File: src/design/rdff_pkg.sv
// Shared types and constants for the received-frame duplicate filter.
// No dependencies; used by every module of the block but rdff_ram.
`timescale 1ns / 1ps

package rdff_pkg;

  localparam int TABLE_ENTRIES = 16;
  localparam int IDX_W  = (TABLE_ENTRIES > 1) ? $clog2(TABLE_ENTRIES) : 1;
  localparam int FILL_W = $clog2(TABLE_ENTRIES + 1);

  localparam int ADDR_W = 48;
  localparam int SEQ_W  = 16;

  localparam int IN_TDATA_W  = ADDR_W + SEQ_W;
  localparam int OUT_TDATA_W = 24;

  localparam int OUT_IS_NEW_BIT  = 0;
  localparam int OUT_KNOWN_BIT   = 1;
  localparam int OUT_SEQ_LSB     = 2;
  localparam int OUT_FULL_BIT    = OUT_SEQ_LSB + SEQ_W;

  localparam int CFG_IDX_W = 8;

  localparam logic [CFG_IDX_W-1:0] REG_WRAP_LOW_WINDOW = 8'd0;
  localparam logic [CFG_IDX_W-1:0] REG_WRAP_HIGH_MARK  = 8'd1;

  localparam logic [SEQ_W-1:0] WRAP_LOW_WINDOW_RESET = 16'd100;
  localparam logic [SEQ_W-1:0] WRAP_HIGH_MARK_RESET  = 16'd65435;

  localparam logic CMD_CHECK_RECORD = 1'b0;
  localparam logic CMD_CHECK_ONLY   = 1'b1;

  typedef enum logic {
    ST_IDLE,
    ST_DECIDE
  } rdff_state_t;

  typedef struct packed {
    logic             hit;
    logic [IDX_W-1:0] hit_idx;
    logic [IDX_W-1:0] fill_idx;
    logic             full;
  } rdff_lookup_t;

endpackage

File: src/design/rx_duplicate_frame_filter.sv
// Top level of the received-frame duplicate filter.
// Depends on rdff_pkg, rdff_cam and rdff_ram.
`timescale 1ns / 1ps

// Usage.
// Each received frame enters as one transaction on the in_ channel: in_tdata holds the
// source address and sequence number, in_tuser the command (check and record, or check
// only). One result transaction per frame leaves on the out_ channel with the new-frame
// verdict, whether the source was known, the previously stored sequence number and a
// table-full flag.
// In the accept cycle the address is matched against all table entries in parallel
// and the stored sequence RAM is read; in the decide state that follows, once the
// output register is free, the verdict is formed and the RAM and address table are
// written back. The block takes no new frame until the previous one has left the
// decide state, and the result is registered in the output register as it leaves.
// The registered read of the sequence RAM is why the verdict waits for that state.
// The wrap thresholds are written through the cfg_ channel, which is always ready;
// writes to unknown indices are ignored.
// Reset empties the table and restores the default wrap thresholds; no clearing pass
// is needed. While the receiver stalls, the result is held in the output register and
// the block takes no further frame once that register is needed again.

module rx_duplicate_frame_filter (
  input  logic                               clk,
  input  logic                               rst_n,
  input  logic                               in_tvalid,
  output logic                               in_tready,
  // [47:0] source_address, [63:48] seq_num
  input  logic [rdff_pkg::IN_TDATA_W-1:0]    in_tdata,
  // [0] cmd
  input  logic                               in_tuser,
  output logic                               out_tvalid,
  input  logic                               out_tready,
  // [0] is_new, [1] source_known, [17:2] stored_seq, [18] table_full, [23:19] zero
  output logic [rdff_pkg::OUT_TDATA_W-1:0]   out_tdata,
  input  logic                               cfg_valid,
  output logic                               cfg_ready,
  input  logic [rdff_pkg::CFG_IDX_W-1:0]     cfg_index,
  input  logic [rdff_pkg::SEQ_W-1:0]         cfg_data
);

  rdff_pkg::rdff_state_t state_r, state_nxt;

  logic [rdff_pkg::SEQ_W-1:0]  wrap_low_r, wrap_high_r;
  logic                        cmd_r;
  logic [rdff_pkg::ADDR_W-1:0] addr_r;
  logic [rdff_pkg::SEQ_W-1:0]  seq_r;
  rdff_pkg::rdff_lookup_t      lookup;
  rdff_pkg::rdff_lookup_t      lk_r;

  logic                        in_accept;
  logic                        decide_go;
  logic [rdff_pkg::SEQ_W-1:0]  last_seq;
  logic                        advance;
  logic                        is_new;
  logic                        table_full;
  logic                        record;
  logic                        ram_we;
  logic [rdff_pkg::IDX_W-1:0]  ram_waddr;
  logic [rdff_pkg::IDX_W-1:0]  ram_raddr;
  logic                        cam_ins;

  logic                             out_valid_r, out_valid_nxt;
  logic [rdff_pkg::OUT_TDATA_W-1:0] out_data_r, out_data_nxt;

  assign cfg_ready = 1'b1;

  always_ff @(posedge clk) begin
    if (!rst_n) begin
      wrap_low_r  <= rdff_pkg::WRAP_LOW_WINDOW_RESET;
      wrap_high_r <= rdff_pkg::WRAP_HIGH_MARK_RESET;
    end else if (cfg_valid) begin
      if (cfg_index == rdff_pkg::REG_WRAP_LOW_WINDOW) begin
        wrap_low_r <= cfg_data;
      end
      if (cfg_index == rdff_pkg::REG_WRAP_HIGH_MARK) begin
        wrap_high_r <= cfg_data;
      end
    end
  end

  rdff_cam u_cam (
    .clk         (clk),
    .rst_n       (rst_n),
    .lookup_addr (in_tdata[rdff_pkg::ADDR_W-1:0]),
    .lookup      (lookup),
    .ins_en      (cam_ins),
    .ins_addr    (addr_r)
  );

  assign ram_raddr = (state_r == rdff_pkg::ST_IDLE) ? lookup.hit_idx : lk_r.hit_idx;

  rdff_ram #(
    .WIDTH (rdff_pkg::SEQ_W),
    .DEPTH (rdff_pkg::TABLE_ENTRIES)
  ) u_seq_ram (
    .clk   (clk),
    .we    (ram_we),
    .waddr (ram_waddr),
    .wdata (seq_r),
    .raddr (ram_raddr),
    .rdata (last_seq)
  );

  assign in_tready = (state_r == rdff_pkg::ST_IDLE);
  assign in_accept = in_tvalid && in_tready;
  assign decide_go = (state_r == rdff_pkg::ST_DECIDE) && (!out_valid_r || out_tready);

  always_comb begin
    state_nxt = state_r;
    unique case (state_r)
      rdff_pkg::ST_IDLE: begin
        if (in_tvalid) begin
          state_nxt = rdff_pkg::ST_DECIDE;
        end
      end
      rdff_pkg::ST_DECIDE: begin
        if (decide_go) begin
          state_nxt = rdff_pkg::ST_IDLE;
        end
      end
      default: state_nxt = rdff_pkg::ST_IDLE;
    endcase
  end

  always_ff @(posedge clk) begin
    if (!rst_n) begin
      state_r <= rdff_pkg::ST_IDLE;
    end else begin
      state_r <= state_nxt;
    end
  end

  always_ff @(posedge clk) begin
    if (in_accept) begin
      cmd_r  <= in_tuser;
      addr_r <= in_tdata[rdff_pkg::ADDR_W-1:0];
      seq_r  <= in_tdata[rdff_pkg::IN_TDATA_W-1:rdff_pkg::ADDR_W];
      lk_r   <= lookup;
    end
  end

  assign advance    = ((seq_r < wrap_low_r) && (last_seq >= wrap_high_r)) || (seq_r > last_seq);
  assign is_new     = !lk_r.hit || advance;
  assign record     = decide_go && (cmd_r == rdff_pkg::CMD_CHECK_RECORD);
  assign table_full = !lk_r.hit && lk_r.full && (cmd_r == rdff_pkg::CMD_CHECK_RECORD);
  assign cam_ins    = record && !lk_r.hit && !lk_r.full;
  assign ram_we     = (record && lk_r.hit && advance) || cam_ins;
  assign ram_waddr  = lk_r.hit ? lk_r.hit_idx : lk_r.fill_idx;

  always_comb begin
    out_valid_nxt = out_valid_r;
    if (decide_go) begin
      out_valid_nxt = 1'b1;
    end else if (out_tready) begin
      out_valid_nxt = 1'b0;
    end
  end

  always_ff @(posedge clk) begin
    if (!rst_n) begin
      out_valid_r <= 1'b0;
    end else begin
      out_valid_r <= out_valid_nxt;
    end
  end

  always_comb begin
    out_data_nxt = '0;
    out_data_nxt[rdff_pkg::OUT_IS_NEW_BIT] = is_new;
    out_data_nxt[rdff_pkg::OUT_KNOWN_BIT]  = lk_r.hit;
    out_data_nxt[rdff_pkg::OUT_SEQ_LSB +: rdff_pkg::SEQ_W] = lk_r.hit ? last_seq : '0;
    out_data_nxt[rdff_pkg::OUT_FULL_BIT]   = table_full;
  end

  always_ff @(posedge clk) begin
    if (decide_go) begin
      out_data_r <= out_data_nxt;
    end
  end

  assign out_tvalid = out_valid_r;
  assign out_tdata  = out_data_r;

endmodule

File: src/design/rdff_ram.sv
// Generic single-port-write, single-port-read RAM with a registered read.
// No dependencies.
`timescale 1ns / 1ps

module rdff_ram #(
  parameter int WIDTH = 16,
  parameter int DEPTH = 16,
  parameter int AW    = (DEPTH > 1) ? $clog2(DEPTH) : 1
) (
  input  logic             clk,
  input  logic             we,
  input  logic [AW-1:0]    waddr,
  input  logic [WIDTH-1:0] wdata,
  input  logic [AW-1:0]    raddr,
  output logic [WIDTH-1:0] rdata
);

  logic [WIDTH-1:0] mem [DEPTH];

  always_ff @(posedge clk) begin
    if (we) begin
      mem[waddr] <= wdata;
    end
    rdata <= mem[raddr];
  end

endmodule

File: src/design/rdff_cam.sv
// Source address table: parallel match over the filled entries and in-order insertion.
// Depends on rdff_pkg.
`timescale 1ns / 1ps

module rdff_cam (
  input  logic                          clk,
  input  logic                          rst_n,
  input  logic [rdff_pkg::ADDR_W-1:0]   lookup_addr,
  output rdff_pkg::rdff_lookup_t        lookup,
  input  logic                          ins_en,
  input  logic [rdff_pkg::ADDR_W-1:0]   ins_addr
);

  logic [rdff_pkg::ADDR_W-1:0] addr_r [rdff_pkg::TABLE_ENTRIES];
  logic [rdff_pkg::FILL_W-1:0] fill_r;
  logic [rdff_pkg::FILL_W-1:0] fill_nxt;

  always_comb begin
    lookup.hit      = 1'b0;
    lookup.hit_idx  = '0;
    lookup.fill_idx = fill_r[rdff_pkg::IDX_W-1:0];
    lookup.full     = (fill_r == rdff_pkg::FILL_W'(rdff_pkg::TABLE_ENTRIES));
    for (int i = rdff_pkg::TABLE_ENTRIES - 1; i >= 0; i--) begin
      if ((rdff_pkg::FILL_W'(i) < fill_r) && (addr_r[i] == lookup_addr)) begin
        lookup.hit     = 1'b1;
        lookup.hit_idx = rdff_pkg::IDX_W'(i);
      end
    end
  end

  assign fill_nxt = ins_en ? fill_r + rdff_pkg::FILL_W'(1) : fill_r;

  always_ff @(posedge clk) begin
    if (!rst_n) begin
      fill_r <= '0;
    end else begin
      fill_r <= fill_nxt;
    end
  end

  always_ff @(posedge clk) begin
    for (int i = 0; i < rdff_pkg::TABLE_ENTRIES; i++) begin
      if (ins_en && (fill_r == rdff_pkg::FILL_W'(i))) begin
        addr_r[i] <= ins_addr;
      end
    end
  end

endmodule

File: config.mk
export PLATFORM = sky130hd
export DESIGN_NAME = rx_duplicate_frame_filter
export DESIGN_NICKNAME = d
export VERILOG_FILES = /design/src/design/rdff_pkg.sv /design/src/design/rx_duplicate_frame_filter.sv /design/src/design/rdff_ram.sv /design/src/design/rdff_cam.sv
export SDC_FILE = /design/constraint.sdc
export NUM_CORES = 1
export LEC_CHECK = 0
export ABC_AREA = 1
export BUFFER_PORTS_ARGS = -buffer_cell sky130_fd_sc_hd__buf_2
export CAP_MARGIN = 20
export CORE_MARGIN = 10
export CORE_UTILIZATION = 30
export CTS_CLUSTER_DIAMETER = 60
export DETAILED_ROUTE_END_ITERATION = 10
export GPL_TIMING_DRIVEN = 0
export HOLD_SLACK_MARGIN = 0.12
export PLACE_DENSITY_LB_ADDON = 0.12
export SLEW_MARGIN = 20
export SYNTH_ARGS = -nofsm -noshare
export SYNTH_HDL_FRONTEND = slang
export SYNTH_SLANG_ARGS = --single-unit
File: constraint.sdc
create_clock -name clk -period 10.9 [get_ports clk]
set_input_delay 0.545 -clock clk [delete_from_list [all_inputs] [get_ports clk]]
set_output_delay 0.545 -clock clk [all_outputs]
set_load 0.02 [all_outputs]
==> out/metrics.cfg, run 1 <==
[synth]
synth_edf_count = 1118
avgSynthCellArea_um2 = 12.55
synth_cells = 4004
async_flop_share_pct = 0
syn-cell-area_um2 = 50240
ys_seq_area_share_pct = 69.02
dominantRegCellSynth = edfxtp_1
ys_warn_count = 0
ys_ff_latch = 1173
synth_cell_types = 59

[timing]
clock.fmax_mhz = 180.6
max_slew_margin_pct = 19.14
worstMarginPinSlew_ns = 1.213
hold_viol = 0
rsz0062_at_grt = no
setup_viol = 0
fin_crit_sh_pct = 50.81
post-route-min-period_ns = 5.539
slew_viol_final = 0
finClkSkew_ns = 0.03366

[route]
num_vias = 33730
wirelength_um = 205300
drtIter0Drc = 3298
wl_per_cell_um = 30.06
vias_per_cell = 4.939
firstDrtPassIters = 5
antenna_left = 0
drcViolationCount = 0

[cells_and_area]
fin_nets = 4651
final_area_um2 = 61730
n_fill_cell = 16180
syn_to_final_growth_pct = 22.88
stdcell_count = 6830
post-route-util_pct = 37.00
drive_above_1_share_pct = 16.03

[setup_path]
path_buf_inv = 6
cp-end-kind = register
cp_num_cells = 18
max_stage_delay_ns = 0.90
path_delay_family = simple AND/OR/NAND/NOR gates
required_ns = 11.52
path_max_fanout = 10
crit_type = in -> reg
cpMaxStageDelayCell = nor4_1
critPathLaunchType = primary input
worstPathArrival_ns = 6.16
r2r_cells = 28
path_cells = dlygate4sd3_1 -> buf_2 -> buf_2 -> buf_2 -> xor2_1 -> nor4_1 -> nand3_1 -> nor4_1 -> nand4_1 -> nand3_1 -> nor2_1 -> nand2_1 -> o21ai_2 -> inv_2 -> buf_2 -> nand3_1 -> nand3_1 -> nand2_1

[placed_design]
numPortBuffers = 113
hpwl_um = 147900
dpl.cell_count = 6480
postPlaceCellArea_um2 = 56230
place.gp.congestion = 0.8801

[cts]
path_clk_slew_ns = 0.05
cts_max_level = 4
cts_buffers = 146
post_cts_buffers = 0
cts.path.max_buffers = 3
cts_sinks = 1173
ctsRootBufferMaster = clkbuf_16
worstSkewPairLatency_ns = 0.80
cts_tree = done

[power_and_ir_drop]
ir_worst_vdd_v = 0.0001690
powerDensity_nw_per_um2 = 172.3
p_leak_uw = 0.02215

[job]
max_cap_viol_count = 0

[grt]
antenna_found_initial = 20
track_usage_pct = 21.77
grt_max_degree = 27
grt_first_pass_wirelength_um = 277900
grt-ovfl-total = 0
grt_pass1_vias = 32790

[floorplanning]
ios = 121
die_area_um2 = 184200
num_rows = 150
die_h_um = 429.2
core_um2 = 166800
start_util_pct = 30.11
fp.dieW_um = 429.2

[worst_hold_path]
hold_depth = 3
hold_path_class = in -> reg

[run_status]
run_status = finished clean

[cell type report]
type | instances | area, µm² | share of cell area (%)
sequential | 1173 | 34670 | 56.17
multi-input combinational | 2439 | 13880 | 22.48
clock buffer | 186 | 3951 | 6.401
timing repair buffer | 351 | 3846 | 6.230
tap | 2204 | 2758 | 4.467
buffer | 181 | 1106 | 1.792
inverter | 215 | 807.0 | 1.307
clock inverter | 78 | 705.7 | 1.143
antenna | 3 | 7.507 | 0.01216
[sequential cells by signal, summed over array words and instances (netlist names)]
name	cells
cmd_r	1
state_r	1
u_seq_ram.rdata	16
out_tdata	19
u_cam.addr_r	768
wrap_low_r	16
u_cam.fill_r	5
lk_r	10
wrap_high_r	16
seq_r	16
out_tvalid	1
addr_r	48
u_seq_ram.mem	256
[worst min-delay path, cell delays in order]
cell and delay, ns:
clkbuf_1 0.20, o21ai_0 0.13, a21oi_1 0.04
[Yosys cell counts (55+ instances only)]
cell type | n | area share (%)
edfxtp_1 | 1118 | 67
nand2_1 | 891 | 6.7
xnor2_1 | 288 | 5.0
nand3_1 | 270 | 2.7
nor2_1 | 192 | 1.4
inv_1 | 178 | 1.3
xor2_1 | 166 | 2.9
o21ai_0 | 110 | 1.1
buf_2 | 91 | 0.91
nand4_1 | 83 | 1.0
nor4_1 | 57 | 0.71
dfxtp_1 | 55 | 2.2
[placed cells by master (no fill, tap or decap), types with 46 or more instances in the layout]
cell type	n
clkbuf_16	152
dlygate4sd3_1	82
o22ai_1	51
buf_8	65
dfxtp_1	55
nor2_1	163
inv_1	178
nand4_1	83
buf_4	56
ha_1	50
clkbuf_1	57
nand3_1	270
buf_2	222
edfxtp_1	1118
nand2_1	891
xnor2_1	288
xor2_1	166
nor4_1	51
o21ai_0	110
a21oi_1	46
[report_power, final]
part | leakage [µW] | internal [µW] | total, µW | switching (µW)
registers | 0.0106 | 4990 | 5080 | 88.7
logic | 0.00933 | 247 | 765 | 519
clock network | 0.00227 | 2800 | 4800 | 1990
[through the flow]
stage	setup slack (ns)	power (µW)	hold slack [ns]	setup TNS (ns)
6_report	5.361	10640	0.1962	0
3_3_place_gp	-1.343	5847	0.4372	-119.43
4_1_cts	5.527	10730	0.1419	0
2_1_floorplan	4.253	5444	0.4029	0
3_5_place_dp	5.270	5916	0.4499	0
5_1_grt	5.427	10940	0.2136	0
[kinds of logic (layout without fill, tap and decap cells)]
family                     Yosys count  count (layout)  synth area share, %
DFF                               1173            1173                69.02
xor gates and xnor gates           454             454                7.915
and+or+nand+nor                   1591            1591                13.79
buffers and inverters              396            1011                3.808
other                                2               9              0.01495
adders and majority gates           50              50                1.245
AOI/OAI and AO/OA                  338             338                4.204
[what timing repair did]
| item | in CTS | in global routing |
|---|---|---|
| endpoints found under the hold margin | 98 | 0 |
| hold buffers | 82 | 0 |
| resized for setup | 0 | 0 |
[final timing paths]
path / slack, ns / start / end
worst max-delay path: 5.36 / in_tdata[16] / u_seq_ram.rdata[1]$_DFF_P_
worst min-delay path: 0.20 / rst_n / wrap_high_r[2]$_SDFFE_PN0P_
worst max register to register: 5.57 / u_cam.fill_r[4]$_SDFFE_PN0P_ / u_seq_ram.rdata[1]$_DFF_P_
worst min register to register: 0.45 / lk_r[9]$_SDFFCE_PP1P_ / out_tdata[1]$_DFFE_PP_
[per-layer routing]
metal	vias up	wire length [µm]	global-route usage, %
li1	15170	-	-
met1	17230	84500	27.32
met2	1068	102700	38.15
met3	262	11320	3.411
met4	6	6746	7.071
met5	-	36	0
Power figures use the tool's default switching activity.
==> run 2, diff against run 1 <==
ABC_AREA = 0   (was 1)
clock period = 5.3 ns   (was 10.9 ns; I/O delays follow)
==> run 2 against run 1 <==
Compared with the run above:
- first-iteration DRC count rose by 5.7%
- clock power increased by 90%
- cell count fell by 5.6%
- sequential share of layout area fell by 1.2 points
- highest routed layer is now met4
==> out/metrics.cfg, run 2 <==
[setup_path]
crit_top_cell = buf_2
path_max_fanout = 10  ; unchanged
critPathLaunchType = primary input
cp-end-kind = register
crit_type = in -> reg
cpMaxStageDelayCell = or4_1
required_ns = 5.91  ; -5.61 ns
worstPathArrival_ns = 5.80  ; -0.36 ns
max_stage_delay_ns = 0.57  ; -0.33 ns
path_cells = dlygate4sd3_1 -> buf_2 -> buf_2 -> buf_2 -> xnor2_1 -> nand4_1 -> nor4_1 -> nand4_1 -> o21ai_1 -> a311oi_2 -> o21ba_2 -> o21ai_2 -> nor2b_1 -> buf_1 -> buf_2 -> a22o_1 -> or4_1

[synth]
synth_cells = 3540  ; -12%
yosys-top-cells-count = 1,118 x edfxtp_1, 378 x xnor2_1, 371 x xor2_1, 174 x nand4_1, 140 x nor4_1
synth_area_leader_cell = edfxtp_1
synth_top_family_by_area = XOR/XNOR gates
ys_seq_area_share_pct = 67.19  ; -1.8 points
syn-cell-area_um2 = 51610  ; +2.7%
synth_compound_area_share_pct = 5.993  ; +1.8 points
synthMostInstantiatedCell = edfxtp_1
synthTopCellsByArea = edfxtp_1 65%, xnor2_1 6.4%, xor2_1 6.3%
synth_edf_count = 1118  ; unchanged
dominantRegCellSynth = edfxtp_1
synth_xor_area_share_pct = 12.71  ; +4.8 points
avgSynthCellArea_um2 = 14.58  ; +16%
ys_ff_latch = 1173  ; unchanged
synth_cell_types = 79  ; +34%
async_flop_share_pct = 0  ; unchanged
synth_simple_gate_area_share_pct = 7.996  ; -5.8 points
synth_fa_ha_area_share_pct = 1.212  ; -0.033 points
synth_mux_area_share_pct = 2.337  ; +2.3 points
ys_warn_count = 0  ; unchanged
synth_top_area_share_pct = 65.05  ; -1.8 points

[worst_hold_path]
hold_path_class = in -> reg

[timing]
hold_viol = 0  ; unchanged
clock.fmax_mhz = 192.6
setup_viol = 0  ; unchanged
rsz0062_at_grt = no
max_slew_margin_pct = 19.07  ; -0.065 points
worstMarginPinSlew_ns = 1.203  ; -0.01012 ns
post-route-min-period_ns = 5.192
finClkSkew_ns = 0.03892  ; +0.005257 ns
fin_crit_sh_pct = 97.96
slew_viol_final = 0  ; unchanged

[floorplanning]
num_rows = 152  ; +1.3%
die_h_um = 434.8  ; +1.3%
ios = 121  ; unchanged
fp.dieW_um = 434.8  ; +1.3%
core_um2 = 171400  ; +2.7%
start_util_pct = 30.12  ; about the same
die_area_um2 = 189000  ; +2.6%

[cells_and_area]
post-route-util_pct = 36.78  ; -0.22 points
layout_commonest_cell = edfxtp_1
stdcell_count = 6449  ; -5.6%
top_register = u_cam.addr_r
drive_above_1_share_pct = 16.22  ; +0.19 points
syn_to_final_growth_pct = 22.14
fin_nets = 4181  ; -10%
top_regs = u_cam.addr_r (768), u_seq_ram.mem (256), addr_r (48)
largest_reg_flops = 768  ; unchanged
final_area_um2 = 63030  ; +2.1%
layout_common_cells = 1,118 x edfxtp_1, 378 x xnor2_1, 371 x xor2_1
n_fill_cell = 16290  ; +0.64%

[route]
antenna_left = 0  ; unchanged
num_vias = 32710  ; -3.0%
vias_per_cell = 5.072  ; +2.7%
drcViolationCount = 0  ; unchanged
drtIter0Drc = 3486  ; +5.7%
firstDrtPassIters = 6  ; +1
wirelength_um = 201600  ; -1.8%
wl_per_cell_um = 31.26  ; +4.0%

[cts]
cts.path.max_buffers = 3  ; unchanged
worstSkewPairLatency_ns = 0.79  ; about the same
cts_tree = done
cts_sinks = 1173  ; unchanged
cts_buffers = 141  ; -3.4%
ctsRootBufferMaster = clkbuf_16
path_clk_slew_ns = 0.06  ; about the same
cts_max_level = 4  ; unchanged

[power_and_ir_drop]
powerDensity_nw_per_um2 = 336.7  ; +95%
combinationalPowerShare_pct = 7.7  ; +0.5 points
clock_power_share_pct = 43.0  ; -2.1 points
seqPwrFrac_pct = 49.3  ; +1.6 points
internal_power_uw = 16020  ; +99%
ir_worst_vdd_v = 0.0003553  ; +110%
netSwitchingFraction_pct = 24.54  ; +0.11 points
switching_power_uw = 5208  ; +100%
power.total_uw = 21220  ; +100%
p_leak_uw = 0.02106  ; -4.9%

[placed_design]
numPortBuffers = 113  ; unchanged
postPlaceCellArea_um2 = 57630  ; +2.5%
place.gp.congestion = 0.8547  ; -2.9%
dpl.cell_count = 6110  ; -5.7%
hpwl_um = 142800  ; -3.5%

[grt]
grt_first_pass_wirelength_um = 272500  ; -2.0%
grt-ovfl-total = 0  ; unchanged
antenna_found_initial = 15  ; -25%
grt_pass1_vias = 31820  ; -3.0%
grt_max_degree = 26  ; -3.7%
track_usage_pct = 20.59  ; -1.2 points

[run_status]
run_status = finished clean

[job]
max_cap_viol_count = 0  ; unchanged

-- run 2: worst paths after layout --
check | from | end | slack (ns) | cells past startpoint
hold / removal | in_tdata[17] | addr_r[17]$_DFFE_PP_ | 0.20 | 2
setup reg to reg | u_cam.fill_r[2]$_SDFFE_PN0P_ | u_seq_ram.rdata[6]$_DFF_P_ | 0.17 | 14
setup / recovery | in_tdata[38] | u_seq_ram.rdata[6]$_DFF_P_ | 0.11 | 17
hold reg to reg | u_cam.fill_r[3]$_SDFFE_PN0P_ | lk_r[4]$_DFFE_PP_ | 0.43 | 0
-- run 2: layout make-up --
| class | instances | area [µm²] | area share, % |
|---|---|---|---|
| clock buffer | 179 | 3681 | 5.840 |
| sequential | 1173 | 34670 | 55.01 |
| tap | 2310 | 2890 | 4.586 |
| multi-input combinational | 2083 | 16140 | 25.61 |
| antenna | 1 | 2.502 | 0.003970 |
| clock inverter | 65 | 523.0 | 0.8298 |
| timing repair buffer | 350 | 3781 | 5.999 |
| buffer | 212 | 1050 | 1.665 |
| inverter | 76 | 285.3 | 0.4526 |
-- run 2: cell families after synthesis --
kind of cell | Yosys count
other | 2
multiplexers | 113
adder cells (fa/ha/maj) | 50
AND/OR/NAND/NOR | 715
flip-flops | 1173
buffers and inverters | 288
XOR/XNOR | 749
AO/OA/AOI/OAI | 450
-- run 2: repair_timing --
action	CTS	global route
pin swaps	1	0
gates resized for setup	27	28
hold endpoints to repair	130	0
hold buffers	91	0
setup endpoints to repair	41	16
setup buffers	3	0
-- run 2: metrics by stage --
stage / hold slack (ns) / setup WS [ns] / setup TNS (ns)
2_1_floorplan: 0.3639 / 0.4010 / 0
3_3_place_gp: 0.4215 / -3.076 / -2157.48
3_5_place_dp: 0.4130 / -1.332 / -24.73
4_1_cts: 0.1502 / 0.01113 / 0
5_1_grt: 0.1683 / 0.0001563 / 0
6_report: 0.2000 / 0.1084 / 0
-- run 2: power groups by stage --
stage	clock network (µW)	registers, µW	logic (µW)
global route	9660	10500	1720
finish	9130	10500	1640
global placement	0	10900	1240
floorplan	0	10600	726
CTS	9290	10500	1640
detailed placement	0	10700	1570
-- run 2: worst max-delay path: cells and delay by family --
kind | cells | cell delay, ns
buffers and inverters | 6 | 1.94
AOI/OAI and AO/OA | 5 | 1.51
and+or+nand+nor | 5 | 1.85
xor gates and xnor gates | 1 | 0.18
-- run 2: routing by layer --
| layer | vias to the layer above | global-route usage, % | wire, µm |
|---|---|---|---|
| met4 | 0 | 5.233 | 5136 |
| met2 | 1194 | 35.06 | 98890 |
| met1 | 16890 | 27.29 | 86570 |
| met5 | - | 0 | 0 |
| met3 | 241 | 3.176 | 11000 |
| li1 | 14380 | - | - |
